### config.mk
export PLATFORM = sky130hd
export DESIGN_NAME = pip_dpath
export DESIGN_NICKNAME = d
export VERILOG_FILES = /design/src/pip_pkg.sv /design/src/pip_ram.sv /design/src/pip_dpath.sv
export SDC_FILE = /design/constraint.sdc
export NUM_CORES = 2
export LEC_CHECK = 0
export BUFFER_PORTS_ARGS = -buffer_cell sky130_fd_sc_hd__buf_2
export CORE_ASPECT_RATIO = 1.5
export CORE_MARGIN = 2
export CORE_UTILIZATION = 58
export DETAILED_ROUTE_END_ITERATION = 12
export PLACE_DENSITY = 0.8
export SYNTH_ARGS = -nofsm -noshare
export SYNTH_HDL_FRONTEND = slang
export SYNTH_HIERARCHICAL = 1
export SYNTH_SLANG_ARGS = --single-unit
export TNS_END_PERCENT = 20
### constraint.sdc
create_clock -name clk -period 5.6 [get_ports clk]
set_input_delay 0.28 -clock clk [delete_from_list [all_inputs] [get_ports clk]]
set_output_delay 0.28 -clock clk [all_outputs]
set_load 0.05 [all_outputs]
### src/pip_pkg.sv
// Package for the point-in-polygon tester: sizes, command/status structs.
// No dependencies; imported by the controller, the datapath and the top level.
package pip_pkg;

  localparam int MAX_VERTICES = 64;
  localparam int COORD_W      = 16;
  localparam int ADDR_W       = (MAX_VERTICES > 1) ? $clog2(MAX_VERTICES) : 1;
  localparam int CNT_W        = $clog2(MAX_VERTICES + 1);
  localparam int DIFF_W       = COORD_W + 1;
  localparam int PROD_W       = 2 * DIFF_W;
  localparam int VTX_W        = 2 * COORD_W;

  // input command codes
  localparam logic CMD_LOAD = 1'b0;
  localparam logic CMD_TEST = 1'b1;

  // controller to datapath
  typedef struct packed {
    logic              load_en;    // vertex transfer accepted
    logic              test_en;    // test transfer accepted
    logic              rd_en;      // vertex store read
    logic              rd_edge;    // read closes an edge (else primes previous vertex)
    logic [ADDR_W-1:0] rd_addr;
    logic              emit_rej;   // result from bounding box reject
    logic              emit_walk;  // result from edge walk
  } pip_cmd_t;

  // datapath to controller
  typedef struct packed {
    logic             reject;      // current test point fails box check
    logic [CNT_W-1:0] total;       // vertices stored
  } pip_sts_t;

endpackage

### src/pip_ram.sv
// Generic simple dual-port RAM: one write port, one registered read port.
// No dependencies.
module pip_ram #(
  parameter int WIDTH = 32,
  parameter int DEPTH = 64
) (
  input  logic                                    clk,
  input  logic                                    we,
  input  logic [(DEPTH > 1 ? $clog2(DEPTH) : 1)-1:0] waddr,
  input  logic [WIDTH-1:0]                        wdata,
  input  logic                                    re,
  input  logic [(DEPTH > 1 ? $clog2(DEPTH) : 1)-1:0] raddr,
  output logic [WIDTH-1:0]                        rdata
);

  logic [WIDTH-1:0] mem [DEPTH];

  // write port
  always_ff @(posedge clk) begin
    if (we) begin
      mem[waddr] <= wdata;
    end
  end

  // registered read
  always_ff @(posedge clk) begin
    if (re) begin
      rdata <= mem[raddr];
    end
  end

endmodule

### src/pip_dpath.sv
// Datapath for the point-in-polygon tester: vertex store, bounding box and crossing pipeline.
// Depends on pip_pkg and pip_ram.
module pip_dpath (
  input  logic                               clk,
  input  logic                               rst_n,
  input  pip_pkg::pip_cmd_t                  cmd_i,
  output pip_pkg::pip_sts_t                  sts_o,
  input  logic signed [pip_pkg::COORD_W-1:0] in_coord_x,
  input  logic signed [pip_pkg::COORD_W-1:0] in_coord_y,
  input  logic                               in_first_vertex,
  output logic                               out_valid,
  output logic                               out_inside_res,
  output logic                               out_box_reject,
  output logic                               out_overflowed
);
  import pip_pkg::*;

  // polygon state
  logic [CNT_W-1:0]          total_r, total_nxt;
  logic signed [COORD_W-1:0] min_x_r, min_x_nxt, max_x_r, max_x_nxt;
  logic signed [COORD_W-1:0] min_y_r, min_y_nxt, max_y_r, max_y_nxt;
  logic                      drop_r, drop_nxt;
  logic [CNT_W-1:0]          eff_total;
  logic                      eff_drop;
  logic                      full;
  logic                      we;

  // test point and walk
  logic signed [COORD_W-1:0] tx_r, ty_r;
  logic [VTX_W-1:0]          rdata;
  logic signed [COORD_W-1:0] cur_x, cur_y;
  logic signed [COORD_W-1:0] prev_x_r, prev_y_r;
  logic                      va_r, va_edge_r;
  logic                      vb_r, vc_r;
  logic signed [DIFF_W-1:0]  e_cx, e_cy, e_px, e_py, e_tx, e_ty;
  logic signed [DIFF_W-1:0]  a_r, d_r, e_r, f_r;
  logic                      strad_b_r, dpos_b_r, strad_c_r, dpos_c_r;
  logic signed [PROD_W-1:0]  p1_r, p2_r;
  logic                      hit;
  logic                      odd_r;
  logic                      out_valid_r;

  // restart and capacity for a vertex transfer
  assign eff_total = in_first_vertex ? '0 : total_r;
  assign eff_drop  = in_first_vertex ? 1'b0 : drop_r;
  assign full      = (eff_total == CNT_W'(MAX_VERTICES));
  assign we        = cmd_i.load_en && !full;

  always_comb begin
    total_nxt = total_r;
    drop_nxt  = drop_r;
    min_x_nxt = min_x_r;
    max_x_nxt = max_x_r;
    min_y_nxt = min_y_r;
    max_y_nxt = max_y_r;
    if (cmd_i.load_en) begin
      if (full) begin
        drop_nxt = 1'b1;
      end else begin
        total_nxt = eff_total + CNT_W'(1);
        drop_nxt  = eff_drop;
        if (eff_total == '0) begin
          min_x_nxt = in_coord_x;
          max_x_nxt = in_coord_x;
          min_y_nxt = in_coord_y;
          max_y_nxt = in_coord_y;
        end else begin
          if (in_coord_x < min_x_r) min_x_nxt = in_coord_x;
          if (in_coord_x > max_x_r) max_x_nxt = in_coord_x;
          if (in_coord_y < min_y_r) min_y_nxt = in_coord_y;
          if (in_coord_y > max_y_r) max_y_nxt = in_coord_y;
        end
      end
    end
  end

  always_ff @(posedge clk) begin
    if (!rst_n) begin
      total_r <= '0;
      drop_r  <= 1'b0;
      min_x_r <= '0;
      max_x_r <= '0;
      min_y_r <= '0;
      max_y_r <= '0;
    end else begin
      total_r <= total_nxt;
      drop_r  <= drop_nxt;
      min_x_r <= min_x_nxt;
      max_x_r <= max_x_nxt;
      min_y_r <= min_y_nxt;
      max_y_r <= max_y_nxt;
    end
  end

  // bounding box check on the incoming point; box edge counts as inside
  assign sts_o.reject = (total_r == '0) ||
                        (in_coord_x < min_x_r) || (in_coord_x > max_x_r) ||
                        (in_coord_y < min_y_r) || (in_coord_y > max_y_r);
  assign sts_o.total  = total_r;

  // vertex store, x in the upper half
  pip_ram #(
    .WIDTH (VTX_W),
    .DEPTH (MAX_VERTICES)
  ) u_store (
    .clk   (clk),
    .we    (we),
    .waddr (eff_total[ADDR_W-1:0]),
    .wdata ({in_coord_x, in_coord_y}),
    .re    (cmd_i.rd_en),
    .raddr (cmd_i.rd_addr),
    .rdata (rdata)
  );

  assign cur_x = rdata[VTX_W-1:COORD_W];
  assign cur_y = rdata[COORD_W-1:0];

  // test point capture
  always_ff @(posedge clk) begin
    if (cmd_i.test_en) begin
      tx_r <= in_coord_x;
      ty_r <= in_coord_y;
    end
  end

  // stage A: read data tag and previous vertex
  always_ff @(posedge clk) begin
    if (!rst_n) begin
      va_r      <= 1'b0;
      va_edge_r <= 1'b0;
    end else begin
      va_r      <= cmd_i.rd_en;
      va_edge_r <= cmd_i.rd_edge;
    end
  end

  always_ff @(posedge clk) begin
    if (va_r) begin
      prev_x_r <= cur_x;
      prev_y_r <= cur_y;
    end
  end

  // stage B: differences and straddle test (current vertex i, previous j)
  assign e_cx = {cur_x[COORD_W-1], cur_x};
  assign e_cy = {cur_y[COORD_W-1], cur_y};
  assign e_px = {prev_x_r[COORD_W-1], prev_x_r};
  assign e_py = {prev_y_r[COORD_W-1], prev_y_r};
  assign e_tx = {tx_r[COORD_W-1], tx_r};
  assign e_ty = {ty_r[COORD_W-1], ty_r};

  always_ff @(posedge clk) begin
    if (!rst_n) begin
      vb_r <= 1'b0;
    end else begin
      vb_r <= va_r && va_edge_r;
    end
  end

  always_ff @(posedge clk) begin
    a_r       <= e_tx - e_cx;
    d_r       <= e_py - e_cy;
    e_r       <= e_px - e_cx;
    f_r       <= e_ty - e_cy;
    strad_b_r <= (cur_y > ty_r) != (prev_y_r > ty_r);
    dpos_b_r  <= (prev_y_r > cur_y);
  end

  // stage C: cross products, exact in PROD_W bits
  always_ff @(posedge clk) begin
    if (!rst_n) begin
      vc_r <= 1'b0;
    end else begin
      vc_r <= vb_r;
    end
  end

  always_ff @(posedge clk) begin
    p1_r      <= PROD_W'(a_r) * PROD_W'(d_r);
    p2_r      <= PROD_W'(e_r) * PROD_W'(f_r);
    strad_c_r <= strad_b_r;
    dpos_c_r  <= dpos_b_r;
  end

  // stage D: crossing decision and parity
  assign hit = strad_c_r && (dpos_c_r ? (p1_r < p2_r) : (p1_r > p2_r));

  always_ff @(posedge clk) begin
    if (cmd_i.test_en) begin
      odd_r <= 1'b0;
    end else if (vc_r && hit) begin
      odd_r <= !odd_r;
    end
  end

  // result register
  always_ff @(posedge clk) begin
    if (!rst_n) begin
      out_valid_r <= 1'b0;
    end else begin
      out_valid_r <= cmd_i.emit_rej || cmd_i.emit_walk;
    end
  end

  always_ff @(posedge clk) begin
    if (cmd_i.emit_rej) begin
      out_inside_res <= 1'b0;
      out_box_reject <= 1'b1;
      out_overflowed <= drop_r;
    end else if (cmd_i.emit_walk) begin
      out_inside_res <= odd_r;
      out_box_reject <= 1'b0;
      out_overflowed <= drop_r;
    end
  end

  assign out_valid = out_valid_r;

endmodule

# Word-level counts from Yosys, hierarchy flattened
# Memory sizes are Yosys's and may differ from the RTL's. A register that Yosys moved wholly into a read port is not among the register bits.
# Index checks and enable logic that the tools add are counted.
# op_classes
n_eq_ne,2
add_sub_neg,5
reduce_logical,25
n_mux,16
n_lt_le_gt_ge,9
mul,2
bitwise_logic,1
# op_table
op,n
16-bit two-way mux,8
16-bit greater-than comparator,5
17-bit by 17-bit multiplier with 34-bit output,2
16-bit by 16-bit subtractor with 17-bit output,4
34-bit greater-than comparator,1
34-bit < comparator,1
16-bit < comparator,2
7-bit zero test,2
3-bit AND reduction,4
2-bit nonzero test,6
"7-bit by 1-bit adder with 7-bit output, second input constant",1
"7-bit equality test, second input constant",1
1-bit two-way mux,7
7-bit two-way mux,1
1-bit logical OR,5
1-bit logical AND,4
2-bit AND reduction,2
1-bit zero test,2
1-bit != test,1
1-bit inverter,1
# totals
output_inout_bits,12
regBits,285
ram_bits,2048
n_memories,1
# mem_list
name,words,width,rd,rd_clocked_by_memory_dff,write_ports,line_no,source
u_store.mem,64,32,1,1,1,pip_ram.sv:16,logic [WIDTH-1:0] mem [DEPTH];

# Logic depth before layout (Yosys ltp)
# logic_depth
ltp_word,6
mapped_depth,24

# Modules after synthesis
# The synthesis kept the hierarchy.
# modules_own_cells
mod,cells_per_inst,instances,seq_area_each_um2,area_each_um2
pip_ram,3324,1,62459.9,78835.6
pip_dpath,3745,1,6356.1,35504.1

# Worst setup path before layout
# Ideal clock, no wire load.
# synth_path
path_type,reg2reg
startpoint,register f_r[8]
endpoint,register p2_r[30]
path_stages_with_launch,24
required_ps,5473
t_arrival_ps,5919
path_buffers,2
slack_ps,-446
setup_time_ps,127
cell_sequence,dfxtp_1 -> clkbuf_1 -> clkbuf_1 -> nand2_1 -> fa_1 -> inv_1 -> fa_1 -> inv_1 -> fa_1 -> inv_1 -> fa_1 -> fa_1 -> inv_1 -> fa_1 -> inv_1 -> ha_1 -> and3_1 -> nand3_1 -> a21boi_0 -> a21oi_1 -> o311a_1 -> o21ai_2 -> a41oi_1 -> or3_1
# synth_between
elab_chain_cells,1
# synth_rtl
item,line_no,source
from (decl),pip_dpath.sv:36,"logic signed [DIFF_W-1:0] a_r, d_r, e_r, f_r;"
from (signal assigned),pip_dpath.sv:164,f_r <= e_ty - e_cy;
17-bit by 17-bit multiplier with 34-bit output,pip_dpath.sv:180,p2_r <= PROD_W'(e_r) * PROD_W'(f_r);
to (signal assigned),pip_dpath.sv:180,
to (decl),pip_dpath.sv:38,"logic signed [PROD_W-1:0] p1_r, p2_r;"
# Every way passes these cells.
# A chain may end at the register's enable or synchronous reset.

# Worst setup path after layout
# layout_path
startpoint,register d_r[5]
endpoint,register p1_r[29]
# layout_between
elab_chain_cells,1
# layout_rtl
item,line_no,source
from (decl),pip_dpath.sv:36,
from (signal assigned),pip_dpath.sv:162,d_r <= e_py - e_cy;
17-bit by 17-bit multiplier with 34-bit output,pip_dpath.sv:179,p1_r <= PROD_W'(a_r) * PROD_W'(d_r);
to (signal assigned),pip_dpath.sv:179,
to (decl),pip_dpath.sv:38,
# Every way passes these cells.

==> impl_results.md <==
* Num ports at 59
* Initial core utilization at 58.4%
* Skew final at 0.0477 ns
* Worst setup SP type: flop
* Port bufs at 58
* Vias in the first global route at 70.7k
* Num rows at 199
* Area growth from synthesis to layout at 13.4%
* Post-route cell area at 130,000 µm²
* Main flop type after synthesis: edfxtp_1
* Least-Margin Pin Slew at 1.23 ns
* Placeable Area at 196,000 µm²
* CP cell instances: buf_4 -> and2_1 -> fa_1 -> inv_1 -> fa_2 -> fa_1 -> inv_1 -> fa_1 -> fa_1 -> inv_1 -> fa_1 -> inv_1 -> ha_4 -> a21o_1 -> a21o_1 -> a21oi_2 -> nand2_2 -> o221ai_4 -> a211oi_2 -> or3_1 -> a21oi_2 -> xnor2_1
* Clock Tree Root: clkbuf_16
* Share of the yosys chip area belonging to registers at 60.2%
* CP max-delay cell: fa_2
* Total track usage at 31.4%
* Horiz. Die Dim at 367 µm
* Crit path DAT at 6.57 ns
* Mapped Nets at 8,062
* Synth top area cells: edfxtp_1 (56%), mux4_2 (11%), fa_1 (10%), dfxtp_1 (3.9%), ha_1 (3.8%)
* First DRT Iteration DRCs at 7,991
* Final Cycle Share at 104%
* Post-DP Area at 122,000 µm²
* Worst skew pair latency at 0.87 ns
* Die area at 201,000 µm²
* Largest net degree at the start of global routing at 135
* Tmin final at 5.80 ns
* Layout filler cell count at 12.6k
* WS Path Type: flop to flop
* GPL Wtd Cong at 0.943
* Max_slew headroom at 18.1%
* Synth Warn # at 6
* Library cells used by synthesis at 90
* Area occupied by multi-input gates at 42,300 µm²
* Critical Path RT at 6.37 ns
* Worst path top cell family by delay: adder cells
* Mean area per synthesized cell at 16.2 µm²
* Final Hold Violating Endpoints at 0
* Reg clk slew, reported paths at 0.07 ns
* Post-Syn Area at 114,000 µm²
* Post-Syn Instances at 7,069
* CP peak stage delay at 0.60 ns
* Fraction of layout cells with a size suffix above 1 at 21.6%
* Die height at 548 µm
* Cts bufs inserted at 212
* First-pass GRT wire length at 459,000 µm
* Worst setup margin at -0.202 ns
* Async set-reset flop share out of synthesis at 0%
* HPWL Detailed at 200,000 µm
* Number of synthesized flops with an enable pin at 2,145
* Grt total ovfl at 0
* Fmax at 0.172 GHz
* Failing checks: negative setup slack
* Max-capacitance violation count at 0
* Fin. max-slew vios at 0
* Register Area at 68,900 µm²
* NumNets Final at 8,577
* Most frequent cells in the layout: edfxtp_1 (2,145), inv_1 (811), fa_1 (578)
* Final WL at 312,000 µm
* Critical Path End Type: flop
* Finish-stage setup viols at 18
* Wire per inst at 30.1 µm
* H-tree levels at 4
* Max Root-Sink Buffers at 4
* Cell taking the most area after synthesis: edfxtp_1
* Routed Antenna Nets at 0
* Initial antenna violation count at 15
* Via count at 66.1k
* CTS tree: yes
* Flops & latches, synth at 2,365
* Hold_ws at 0.0812 ns
* Commonest non-fill, non-tap cell in the layout: edfxtp_1
* CP most frequent cell: fa_1
* Run status: finished, violations left
* Critical path fanouts, max at 6
* CP bufs+invs at 5
* Hold crit path type: input pin to flop
* Synth top area share at 56.3%
* RSZ-0062 raised after global routing: true
* DR DRC count at 0
* Clock Sinks at 2,365
* Vias/cell at 6.38
* TritonRoute pass-1 iters at 8
==> state kept, by name, summed over array words and instances (netlist names), 17 cells and up <==
register and cells:
d_r 17, a_r 17, u_store/rdata 32, f_r 17, p1_r 34, p2_r 34, e_r 17, u_store/mem 2048
==> logic make-up after synthesis <==
kind of cell / Yosys count / share of synthesized area (%)
flip-flops: 2365 / 60.2
AND/OR/NAND/NOR: 1262 / 5.32
buffers and inverters: 1104 / 3.82
adder cells (fa/ha/maj): 946 / 14.3
multiplexers: 706 / 12.1
AO/OA/AOI/OAI: 566 / 3.36
XOR/XNOR: 120 / 0.919
==> stage by stage <==
stage / setup TNS, ns / setup WS (ns) / util [%] / instances
final: -1.71 / -0.202 / 66.2 / 10400
after global routing: -6.36 / -0.411 / 66.2 / 10400
after CTS: -1.89 / -0.224 / 66.0 / 10400
after detailed placement: -5.63 / -0.432 / 62.1 / 9941
after global placement: -4.11 / -0.394 / 62.1 / 9941
after floorplan: -0.0198 / -0.0121 / - / 7069
==> final timing paths <==
kind | startpoint | to | slack [ns] | cells after the start
max | d_r[5] | p1_r[29] | -0.20 | 22
min | cmd_i[9] | u_store/rdata[15] | 0.08 | 1
max reg2reg | d_r[5] | p1_r[29] | -0.20 | 22
min reg2reg | dpos_b_r | dpos_c_r | 0.34 | 0
==> routing by layer <==
layer	GRT usage [%]	vias up	share of wire, %	routed length [µm]
met5	0	-	0.033	103
met2	56.4	4264	53	165000
met4	21.0	14	8.2	25500
met1	34.1	33700	31	96300
met3	4.99	1264	8.2	25700
li1	-	26900	-	-
==> cells in the mapped netlist, types with 10 or more instances <==
master	instances
buf_2	59
a31oi_1	16
o22ai_1	86
nand3_1	44
o21ai_0	62
edfxtp_1	2145
ha_1	350
fa_1	596
mux4_2	544
o21a_1	23
xnor2_1	92
dfxtp_1	220
nand2_1	454
a22oi_1	13
nor2_1	253
nor3_1	39
a311oi_1	10
a21o_1	62
and3_1	17
clkbuf_1	162
nand2b_1	34
a21boi_0	13
buf_1	21
nand3b_1	10
or3_1	13
xor2_1	28
buf_4	29
nand4_1	22
mux2i_1	160
and2_1	299
a21oi_1	147
inv_1	826
nor2b_1	45
o221ai_1	29
==> worst reg2reg max path: stages, from the launching register on <==
cell and delay, ns:
dfxtp_4 0.38, buf_4 0.16, and2_1 0.15, fa_1 0.54
inv_1 0.07, fa_2 0.60, fa_1 0.44, inv_1 0.10
fa_1 0.44, fa_1 0.49, inv_1 0.05, fa_1 0.47
inv_1 0.06, ha_4 0.22, a21o_1 0.17, a21o_1 0.18
a21oi_2 0.16, nand2_2 0.09, o221ai_4 0.19, a211oi_2 0.12
or3_1 0.39, a21oi_2 0.14, xnor2_1 0.13
==> cell type report <==
type | instances | share of cell area [%]
inverters | 827 | 2.39
multi-input cells | 3600 | 32.6
repair buffers | 578 | 4.06
clock buffers | 240 | 4.20
diodes | 7 | 0.0135
flip-flops and latches | 2365 | 53.1
well taps | 2613 | 2.52
clock inverters | 137 | 1.06
==> timing repair <==
action | CTS | global route
hold endpoints to repair | 144 | 0
cloned | 1 | 0
setup endpoints to repair | 32 | 32
buffers inserted | 14 | 10
pin swaps | 67 | 74
gates resized for setup | 132 | 78
hold buffers | 20 | 0
Power is not shown: default switching activity piles up to over one toggle a cycle in this logic, so the estimate is an artifact.
